$ cat config.mk
export PLATFORM = sky130hd
export DESIGN_NAME = addressed_frame_gap_receiver_flat
export DESIGN_NICKNAME = d
export VERILOG_FILES = /design/src/rtl/afgr_pkg.sv /design/src/rtl/afgr_if.sv /design/src/rtl/addressed_frame_gap_receiver.sv /design/src/flat_wrapper.sv
export SDC_FILE = /design/constraint.sdc
export NUM_CORES = 1
export LEC_CHECK = 0
export BUFFER_PORTS_ARGS = -buffer_cell sky130_fd_sc_hd__buf_2
export CORE_UTILIZATION = 51
export CTS_CLUSTER_SIZE = 10
export DETAILED_ROUTE_END_ITERATION = 7
export PLACE_DENSITY = 0.77
export SYNTH_ARGS = -nofsm -noshare
export SYNTH_HDL_FRONTEND = slang
export SYNTH_SLANG_ARGS = --single-unit
$ cat constraint.sdc
create_clock -name i_clk -period 5.2 [get_ports i_clk]
set_input_delay 0.78 -clock i_clk [delete_from_list [all_inputs] [get_ports i_clk]]
set_output_delay 0.78 -clock i_clk [all_outputs]
set_load 0.005 [all_outputs]
$ cat src/rtl/afgr_pkg.sv
`timescale 1ns / 1ps
package afgr_pkg;

    localparam int unsigned STATION_ADDRESS_RESET = 1;
    localparam int unsigned GAP_TICKS_RESET       = 5;
    localparam int unsigned HEARTBEAT_LIMIT_RESET = 500;
    localparam int unsigned POLL_PERIOD_RESET     = 50;

    localparam int unsigned CFG_IDX_W  = 2;
    localparam int unsigned CFG_DATA_W = 16;
    localparam int unsigned DATA_W     = 64;

    typedef enum logic [CFG_IDX_W-1:0] {
        CFG_STATION_ADDRESS = 2'd0,
        CFG_GAP_TICKS       = 2'd1,
        CFG_HEARTBEAT_LIMIT = 2'd2,
        CFG_POLL_PERIOD     = 2'd3
    } t_cfg_idx;

    typedef enum logic [1:0] {
        OP_TICK = 2'd0,
        OP_BYTE = 2'd1,
        OP_ACK  = 2'd2
    } t_op;

    typedef struct packed {
        logic [1:0] op;
        logic [7:0] rx_byte;
        logic       rx_error;
    } t_in_item;

    typedef struct packed {
        logic              frame_ready;
        logic [DATA_W-1:0] frame_data;
        logic              receiver_restart;
        logic              heartbeat_led;
        logic              poll_event;
    } t_out_item;

endpackage

$ cat src/rtl/afgr_if.sv
`timescale 1ns / 1ps
interface afgr_in_if;
    logic                valid;
    logic                ready;
    afgr_pkg::t_in_item  payload;

    modport source (output valid, output payload, input ready);
    modport sink   (input valid, input payload, output ready);
endinterface

interface afgr_out_if;
    logic                valid;
    logic                ready;
    afgr_pkg::t_out_item payload;

    modport source (output valid, output payload, input ready);
    modport sink   (input valid, input payload, output ready);
endinterface

$ cat src/rtl/addressed_frame_gap_receiver.sv
`timescale 1ns / 1ps
// latency: a result beat appears in the cycle after its input beat is taken
// throughput: one beat per cycle while o_res.ready holds; the single output register frees as it is taken
// reset (synchronous, active low): counters, flags and led clear, registers take
// their default values, the frame buffer itself is left as it was
module addressed_frame_gap_receiver #(
    parameter int unsigned FRAME_BYTES = 8
) (
    input  logic                                i_clk,
    input  logic                                i_rst_n,
    input  logic                                i_cfg_we,
    input  logic [afgr_pkg::CFG_IDX_W-1:0]      i_cfg_idx,
    input  logic [afgr_pkg::CFG_DATA_W-1:0]     i_cfg_data,
    afgr_in_if.sink                             i_in,
    afgr_out_if.source                          o_res
);

    localparam int unsigned CNT_W = $clog2(FRAME_BYTES + 1);
    localparam int unsigned IDX_W = (FRAME_BYTES > 1) ? $clog2(FRAME_BYTES) : 1;
    localparam logic [CNT_W-1:0] FULL_COUNT = CNT_W'(FRAME_BYTES);

    // configuration
    logic [7:0]  r_station_address;
    logic [7:0]  r_gap_ticks;
    logic [15:0] r_heartbeat_limit;
    logic [7:0]  r_poll_period;

    // receive state
    logic [7:0]       r_buf [FRAME_BYTES];
    logic [CNT_W-1:0] r_byte_count, n_byte_count;
    logic [7:0]       r_gap_counter, n_gap_counter;
    logic             r_ready_flag, n_ready_flag;
    logic [15:0]      r_heartbeat_count, n_heartbeat_count;
    logic             r_led_level, n_led_level;
    logic [7:0]       r_poll_count, n_poll_count;

    // output stage
    logic                r_out_valid;
    afgr_pkg::t_out_item r_out, n_out;

    logic             accept;
    logic             buf_we;
    logic [IDX_W-1:0] buf_idx;
    logic [7:0]       byte0;
    logic [7:0]       gap_dec;
    logic [15:0]      hb_inc;
    logic [7:0]       poll_inc;
    logic             restart;
    logic             poll;
    logic [afgr_pkg::DATA_W-1:0] packed_frame;

    assign i_in.ready    = !r_out_valid || o_res.ready;
    assign accept        = i_in.valid && i_in.ready;
    assign o_res.valid   = r_out_valid;
    assign o_res.payload = r_out;

    always_ff @(posedge i_clk) begin
        if (!i_rst_n) begin
            r_station_address <= 8'(afgr_pkg::STATION_ADDRESS_RESET);
            r_gap_ticks       <= 8'(afgr_pkg::GAP_TICKS_RESET);
            r_heartbeat_limit <= 16'(afgr_pkg::HEARTBEAT_LIMIT_RESET);
            r_poll_period     <= 8'(afgr_pkg::POLL_PERIOD_RESET);
        end else if (i_cfg_we) begin
            unique case (afgr_pkg::t_cfg_idx'(i_cfg_idx))
                afgr_pkg::CFG_STATION_ADDRESS: r_station_address <= i_cfg_data[7:0];
                afgr_pkg::CFG_GAP_TICKS:       r_gap_ticks       <= i_cfg_data[7:0];
                afgr_pkg::CFG_HEARTBEAT_LIMIT: r_heartbeat_limit <= i_cfg_data;
                afgr_pkg::CFG_POLL_PERIOD:     r_poll_period     <= i_cfg_data[7:0];
                default: ;
            endcase
        end
    end

    assign buf_idx = r_byte_count[IDX_W-1:0];
    // byte 0 as it stands after this beat's write
    assign byte0   = (buf_idx == '0) ? i_in.payload.rx_byte : r_buf[0];
    assign gap_dec = r_gap_counter - 8'd1;
    assign hb_inc  = r_heartbeat_count + 16'd1;
    assign poll_inc = r_poll_count + 8'd1;

    always_comb begin
        n_byte_count      = r_byte_count;
        n_gap_counter     = r_gap_counter;
        n_ready_flag      = r_ready_flag;
        n_heartbeat_count = r_heartbeat_count;
        n_led_level       = r_led_level;
        n_poll_count      = r_poll_count;
        buf_we            = 1'b0;
        restart           = 1'b0;
        poll              = 1'b0;
        unique case (afgr_pkg::t_op'(i_in.payload.op))
            afgr_pkg::OP_TICK: begin
                n_heartbeat_count = hb_inc;
                if (hb_inc > r_heartbeat_limit) begin
                    n_heartbeat_count = '0;
                    n_led_level       = !r_led_level;
                end
                n_poll_count = poll_inc;
                if (poll_inc >= r_poll_period) begin
                    n_poll_count = '0;
                    poll         = 1'b1;
                end
                if (r_gap_counter != '0) begin
                    n_gap_counter = gap_dec;
                    if (gap_dec == '0) begin
                        if (r_byte_count == FULL_COUNT) begin
                            n_ready_flag = 1'b1;
                        end else begin
                            restart      = i_in.payload.rx_error;
                            n_byte_count = '0;
                        end
                    end
                end
            end
            afgr_pkg::OP_BYTE: begin
                n_gap_counter = r_gap_ticks;
                if (r_byte_count < FULL_COUNT && !r_ready_flag) begin
                    buf_we = 1'b1;
                    if (byte0 == r_station_address) begin
                        n_byte_count = r_byte_count + CNT_W'(1);
                    end
                end
            end
            afgr_pkg::OP_ACK: begin
                n_ready_flag = 1'b0;
                n_byte_count = '0;
            end
            default: ;
        endcase
    end

    always_ff @(posedge i_clk) begin
        if (accept && buf_we) begin
            r_buf[buf_idx] <= i_in.payload.rx_byte;
        end
    end

    // frame seen after this beat; unused high bytes stay zero
    always_comb begin
        packed_frame = '0;
        for (int i = 0; i < FRAME_BYTES; i++) begin
            if (buf_we && buf_idx == IDX_W'(i)) begin
                packed_frame[8*i +: 8] = i_in.payload.rx_byte;
            end else begin
                packed_frame[8*i +: 8] = r_buf[i];
            end
        end
    end

    always_comb begin
        n_out.frame_ready      = n_ready_flag;
        n_out.frame_data       = n_ready_flag ? packed_frame : '0;
        n_out.receiver_restart = restart;
        n_out.heartbeat_led    = n_led_level;
        n_out.poll_event       = poll;
    end

    always_ff @(posedge i_clk) begin
        if (!i_rst_n) begin
            r_byte_count      <= '0;
            r_gap_counter     <= '0;
            r_ready_flag      <= 1'b0;
            r_heartbeat_count <= '0;
            r_led_level       <= 1'b0;
            r_poll_count      <= '0;
            r_out_valid       <= 1'b0;
        end else begin
            if (accept) begin
                r_byte_count      <= n_byte_count;
                r_gap_counter     <= n_gap_counter;
                r_ready_flag      <= n_ready_flag;
                r_heartbeat_count <= n_heartbeat_count;
                r_led_level       <= n_led_level;
                r_poll_count      <= n_poll_count;
                r_out_valid       <= 1'b1;
            end else if (o_res.ready) begin
                r_out_valid <= 1'b0;
            end
        end
    end

    always_ff @(posedge i_clk) begin
        if (accept) begin
            r_out <= n_out;
        end
    end

`ifndef SYNTHESIS
    a_ready_means_full: assert property (@(posedge i_clk) disable iff (!i_rst_n)
        r_ready_flag |-> r_byte_count == FULL_COUNT)
        else $error("frame ready without a full byte count");

    a_count_in_range: assert property (@(posedge i_clk) disable iff (!i_rst_n)
        r_byte_count <= FULL_COUNT)
        else $error("byte count beyond frame length");

    a_ack_clears: assert property (@(posedge i_clk) disable iff (!i_rst_n)
        accept && i_in.payload.op == afgr_pkg::OP_ACK |=> !r_ready_flag && r_byte_count == '0)
        else $error("acknowledge did not clear the frame");

    a_restart_not_ready: assert property (@(posedge i_clk) disable iff (!i_rst_n)
        r_out_valid && r_out.receiver_restart |-> !r_out.frame_ready)
        else $error("restart beat with a frame held");
`endif

endmodule

$ cat src/flat_wrapper.sv
// flat-port wrapper written by rule: the top's interface ports become plain ports
module addressed_frame_gap_receiver_flat 
#(
    parameter int unsigned FRAME_BYTES = 8
)
  (i_clk, i_rst_n, i_cfg_we, i_cfg_idx, i_cfg_data, i_in_valid, i_in_payload, i_in_ready, o_res_valid, o_res_payload, o_res_ready);
  afgr_in_if i_in_i ();
  afgr_out_if o_res_i ();
  input  logic i_clk;
  input  logic i_rst_n;
  input  logic i_cfg_we;
  input  logic [afgr_pkg::CFG_IDX_W-1:0] i_cfg_idx;
  input  logic [afgr_pkg::CFG_DATA_W-1:0] i_cfg_data;
  input wire logic [$bits(i_in_i.valid)-1:0] i_in_valid;
  input wire logic [$bits(i_in_i.payload)-1:0] i_in_payload;
  output wire logic [$bits(i_in_i.ready)-1:0] i_in_ready;
  output wire logic [$bits(o_res_i.valid)-1:0] o_res_valid;
  output wire logic [$bits(o_res_i.payload)-1:0] o_res_payload;
  input wire logic [$bits(o_res_i.ready)-1:0] o_res_ready;
  assign i_in_i.valid = i_in_valid;
  assign i_in_i.payload = i_in_payload;
  assign i_in_ready = i_in_i.ready;
  assign o_res_valid = o_res_i.valid;
  assign o_res_payload = o_res_i.payload;
  assign o_res_i.ready = o_res_ready;
  addressed_frame_gap_receiver #(.FRAME_BYTES(FRAME_BYTES)) u_core (.i_clk(i_clk), .i_rst_n(i_rst_n), .i_cfg_we(i_cfg_we), .i_cfg_idx(i_cfg_idx), .i_cfg_data(i_cfg_data), .i_in(i_in_i), .o_res(o_res_i));
endmodule
# Yosys cells after proc, flatten, opt, wreduce, memory -nomap -nowiden
# Memory sizes are Yosys's and may differ from the RTL's. A register that Yosys moved wholly into a read port is not among the register bits.
# Cells that the tools add are included.
# classes
eq_ne	19
reduce_logical	38
bitwise_logic	3
n_mux	32
magnitude_cmp	3
add_sub_neg	4
# ops
operator	n
8-bit 2-to-1 mux	11
4-bit 2-to-1 mux	5
16-bit by 1-bit adder with 16-bit output, second input constant	1
16-bit greater-than comparator	1
16-bit 2-to-1 mux	1
8-bit case mux with 2 select lines	1
3-bit == test, second input constant	4
1-bit 2-to-1 mux	12
4-bit case mux with 3 select lines	1
1-bit logical AND	11
1-bit zero test	10
2-bit AND reduction	5
8-bit by 1-bit adder with 8-bit output, second input constant	1
8-bit == test	1
8-bit >= comparator	1
8-bit zero test	1
2-bit by 1-bit != test with 1-bit output, second input constant	4
8-bit nonzero test	1
8-bit by 1-bit subtractor with 8-bit output, second input constant	1
7-bit AND reduction	1
2-bit == test, second input constant	3
3-bit by 2-bit == test with 1-bit output, second input constant	2
4-bit by 1-bit adder with 4-bit output, second input constant	1
2-bit by 1-bit == test with 1-bit output, second input constant	2
13 further kinds	17
# word_totals
output_inout_bits	70
mem_bits_rw	64
word_cells	116
reg_bits	147
in_bits	34
mem_count	1
# memory_table
name	words	width	rd	rd_ports_with_merged_regs	wr	line_no	rtl
u_core.r_buf	8	8	8	7	1	addressed_frame_gap_receiver.sv:29	logic [7:0] r_buf [FRAME_BYTES];

# Longest topological paths before layout
# depth
depth_word	7
mapped_depth	14
mapped_depth_nobuf	12

# Worst setup path after synthesis
# OpenSTA, ideal clock, no wires.
# synth_timing
path_kind	input-to-reg
start	input o_res_ready
end	register u_core.r_byte_count[2]
cell_stages	6
slack_ps	2249
required_time_ps	5078
t_arrival_ps	2829
setup_time_ps	122
path_buffers	0
path_cell_list	nand2b_1 nand2_1 inv_1 nand2_1 a21oi_1 o22ai_1
# synth_between
elab_chain_cells	3
# synth_lines
item	line_no	rtl
start: declaration	flat_wrapper.sv:19	input wire logic [$bits(o_res_i.ready)-1:0] o_res_ready;
1-bit logical OR	addressed_frame_gap_receiver.sv:52	assign i_in.ready = !r_out_valid || o_res.ready;
1-bit logical AND	addressed_frame_gap_receiver.sv:53	assign accept = i_in.valid && i_in.ready;
net u_core.accept	addressed_frame_gap_receiver.sv:41	logic accept;
7-bit AND reduction (no source line)	n/a	
end signal: assignment	addressed_frame_gap_receiver.sv:169	r_byte_count <= n_byte_count;
end: declaration	addressed_frame_gap_receiver.sv:30	logic [CNT_W-1:0] r_byte_count, n_byte_count;
# The timed path passes the listed nets, and every way through them passes these cells.
# A chain may end at the register's enable or synchronous reset.

# Final worst setup path
# layout_timing
start	register u_core.r_heartbeat_count[0]
end	register u_core.r_heartbeat_count[12]
# layout_between
elab_chain_cells	3
# layout_lines
item	line_no	rtl
start: declaration	addressed_frame_gap_receiver.sv:33	logic [15:0] r_heartbeat_count, n_heartbeat_count;
start signal: assignment	addressed_frame_gap_receiver.sv:172	r_heartbeat_count <= n_heartbeat_count;
16-bit by 1-bit adder with 16-bit output (*)	addressed_frame_gap_receiver.sv:78	assign hb_inc = r_heartbeat_count + 16'd1;
16-bit greater-than comparator	addressed_frame_gap_receiver.sv:94	if (hb_inc > r_heartbeat_limit) begin
16-bit 2-to-1 mux (*)	addressed_frame_gap_receiver.sv:94	
# Every way passes the cells marked *; elsewhere a longest branch is shown, timed or not.

==> results.cfg <==
[route]
postRouteAntennaNets = 0
post-route-drc-count = 0
viasPerCell = 5.41
drt_iter0_drc = 437
dr.pass1.iters = 7
wl_per_cell_um = 16.8
wirelength_mm = 19.3
vias = 6211

[die]
num_rows = 49
die_w_um = 137
io_pins = 104
core_region_area_um2 = 18000
dieHeight_um = 137
die-area_um2 = 18800
start_util = 0.519

[yosys]
ys.flop_type = edfxtp_1
synth_seq_area_share = 0.594
yosysMostFrequentCell = edfxtp_1
synth_commonest_cells = edfxtp_1 (132), nand2_1 (94), dfxtp_1 (79), and2_1 (62), inv_1 (37)
synth-seq-cells = 211
ys_warn_count = 0
synth_top_area_cell = edfxtp_1
synth.area.top_cells = edfxtp_1 (42%), dfxtp_1 (17%), and2_1 (4.2%)
synth.cell_area_um2 = 9330
syn_inst = 803
syn_nets = 867
synth_cell_types = 66
synth-edff-count = 132
avgSynthCellArea_um2 = 11.6
async_flop_share = 0
synth_top_cell_area_share = 0.425

[power]
leakage_nw = 4.29
power_density_nw_per_um2 = 338
vdd_ir_drop_max_mv = 0.334
power_mw = 3.63

[worst_setup_path]
path_class = register to register
endpoint_kind = register
cpMostUsedCell = ha_1
crit_family = simple AND/OR/NAND/NOR gates
r2r_slack_ps = 1700
crit_required_ps = 5610
slowest_delay_ps = 650
slowest_stage = nor2_1
critPathBufInv = 1
crit_path_start_kind = register
arrival_ps = 3910
worstPathMaxFanout = 12
crit_chain = ha_1, nand2_1, nor4_4, nand3_2, xnor2_1, ha_1, nand4_1, inv_1, a221oi_1, nor2_1, o21ai_1, and3_1

[global_routing]
grt_remaining_overflow = 0
antenna_found_initial = 0
grt_pass1_wl_mm = 30.0
grt_pass1_vias = 5927
grt_max_degree = 53
grtUsageTotal = 0.208

[placement]
pre_cts_slack_ps = 1770
place_area_um2 = 10000
dpl.hpwl_mm = 12.9
port-buffer-count = 103
place.gp.congestion = 0.918

[clocking]
cts_inserted_buffers = 25
postCtsSetupBuffers = 0
cts_max_level = 1
root_buffer = clkbuf_16
cts_tree = done
cts.sinks = 211
clock_latency_ps = 530
clockBufferDepth = 3
cts_resized = 0
holdBufCountCts = 0
path_clk_slew_ps = 50

[worst_hold_path]
hold_path.class = register to register

[sta]
setup_tns_ps = 0
hold_viol_final = 0
finalCritPeriodShare = 0.673
rsz0062_at_grt = false
fin_ws_ps = 1700
max_freq_mhz = 286
finalClockSkew_ps = 11.3
tightest_slew_ps = 1130
maxSlewHeadroom = 0.243
slew_viol_final = 0
finalCriticalPeriod_ps = 3500
setup_viol = 0

[finish]
area_delta_synth_final_pct = 15.2
fin_nets = 966
seq_area_um2 = 5550
drive_gt1_frac = 0.172
utilization = 0.598
design_area_um2 = 10700
antenna_cells = 0
multi_input_area_um2 = 3500
num-fill-cells = 1459

[job]
cap_violations = 0

[status]
status = completed
placed cells by master (no fill, tap or decap), drive strengths merged, types with 10 or more instances in the layout:
cell / synthesis / layout
and2: 62 / 62
mux2i: 28 / 28
nand4: 11 / 11
a21boi: 23 / 23
edfxtp: 132 / 132
nand2: 94 / 94
ha: 30 / 30
o21ai: 10 / 10
buf: 12 / 108
nor2: 37 / 37
clkbuf: 24 / 41
a21oi: 16 / 16
nor2b: 27 / 27
dfxtp: 79 / 79
inv: 37 / 38
nand3: 25 / 25
xor2: 16 / 16
nor3: 13 / 13
xnor2: 22 / 22
o211ai: 10 / 10
through the flow:
step | instances | hold slack, ps
2_1_floorplan | 803 | 443
3_3_place_gp | 1104 | 452
3_5_place_dp | 1104 | 458
4_1_cts | 1147 | 466
5_1_grt | 1147 | 486
6_report | 1147 | 462
worst min-delay path, stage by stage (launching register included):
cell,delay (ps)
dfxtp_1,300
nand2_1,50
a21boi_0,60
path summary, 6_finish.rpt:
kind | start | endpoint | cells past startpoint
setup reg to reg | u_core.r_heartbeat_count[0] | u_core.r_heartbeat_count[12] | 12
setup / recovery | u_core.r_heartbeat_count[0] | u_core.r_heartbeat_count[12] | 12
hold reg to reg | u_core.r_poll_period[2] | u_core.r_poll_period[2] | 2
hold / removal | u_core.r_poll_period[2] | u_core.r_poll_period[2] | 2
power breakdown:
group | internal [mW] | total (mW) | switching (mW)
registers | 1.82 | 1.85 | 0.0266
clock network | 0.910 | 1.55 | 0.640
logic | 0.0915 | 0.233 | 0.141
routing by layer:
metal | GRT usage | part of all wire
met1 | 0.259 | 0.43
met2 | 0.364 | 0.50
met3 | 0.0331 | 0.048
met4 | 0.0739 | 0.022
met5 | 0 | 0
registers in the layout, indices dropped and copies added (netlist names):
name / cells
u_core.r_buf: 64
u_core.r_byte_count: 4
u_core.r_led_level: 1
u_core.r_gap_ticks: 8
u_core.r_poll_count: 8
u_core.r_heartbeat_limit: 16
u_core.o_res.payload: 68
u_core.r_heartbeat_count: 16
u_core.r_station_address: 8
u_core.r_poll_period: 8
u_core.r_ready_flag: 1
u_core.r_gap_counter: 8
u_core.o_res.valid: 1
logic make-up after synthesis:
kind of cell	share of synthesized area
mux	0.0300
compound gates	0.0919
buf+inv	0.0315
flops	0.594
simple gates	0.176
fa+ha+maj	0.0402
xor+xnor	0.0357
area by class of cell:
cell class | instances | area share
Clock inverter | 2 | 0.00233
Timing Repair Buffer | 108 | 0.0515
Inverter | 37 | 0.0129
Sequential cell | 211 | 0.516
Tap cell | 229 | 0.0267
Clock buffer | 41 | 0.0647
Multi-Input combinational cell | 519 | 0.326
No activity file was read; power rests on OpenSTA's default activity.
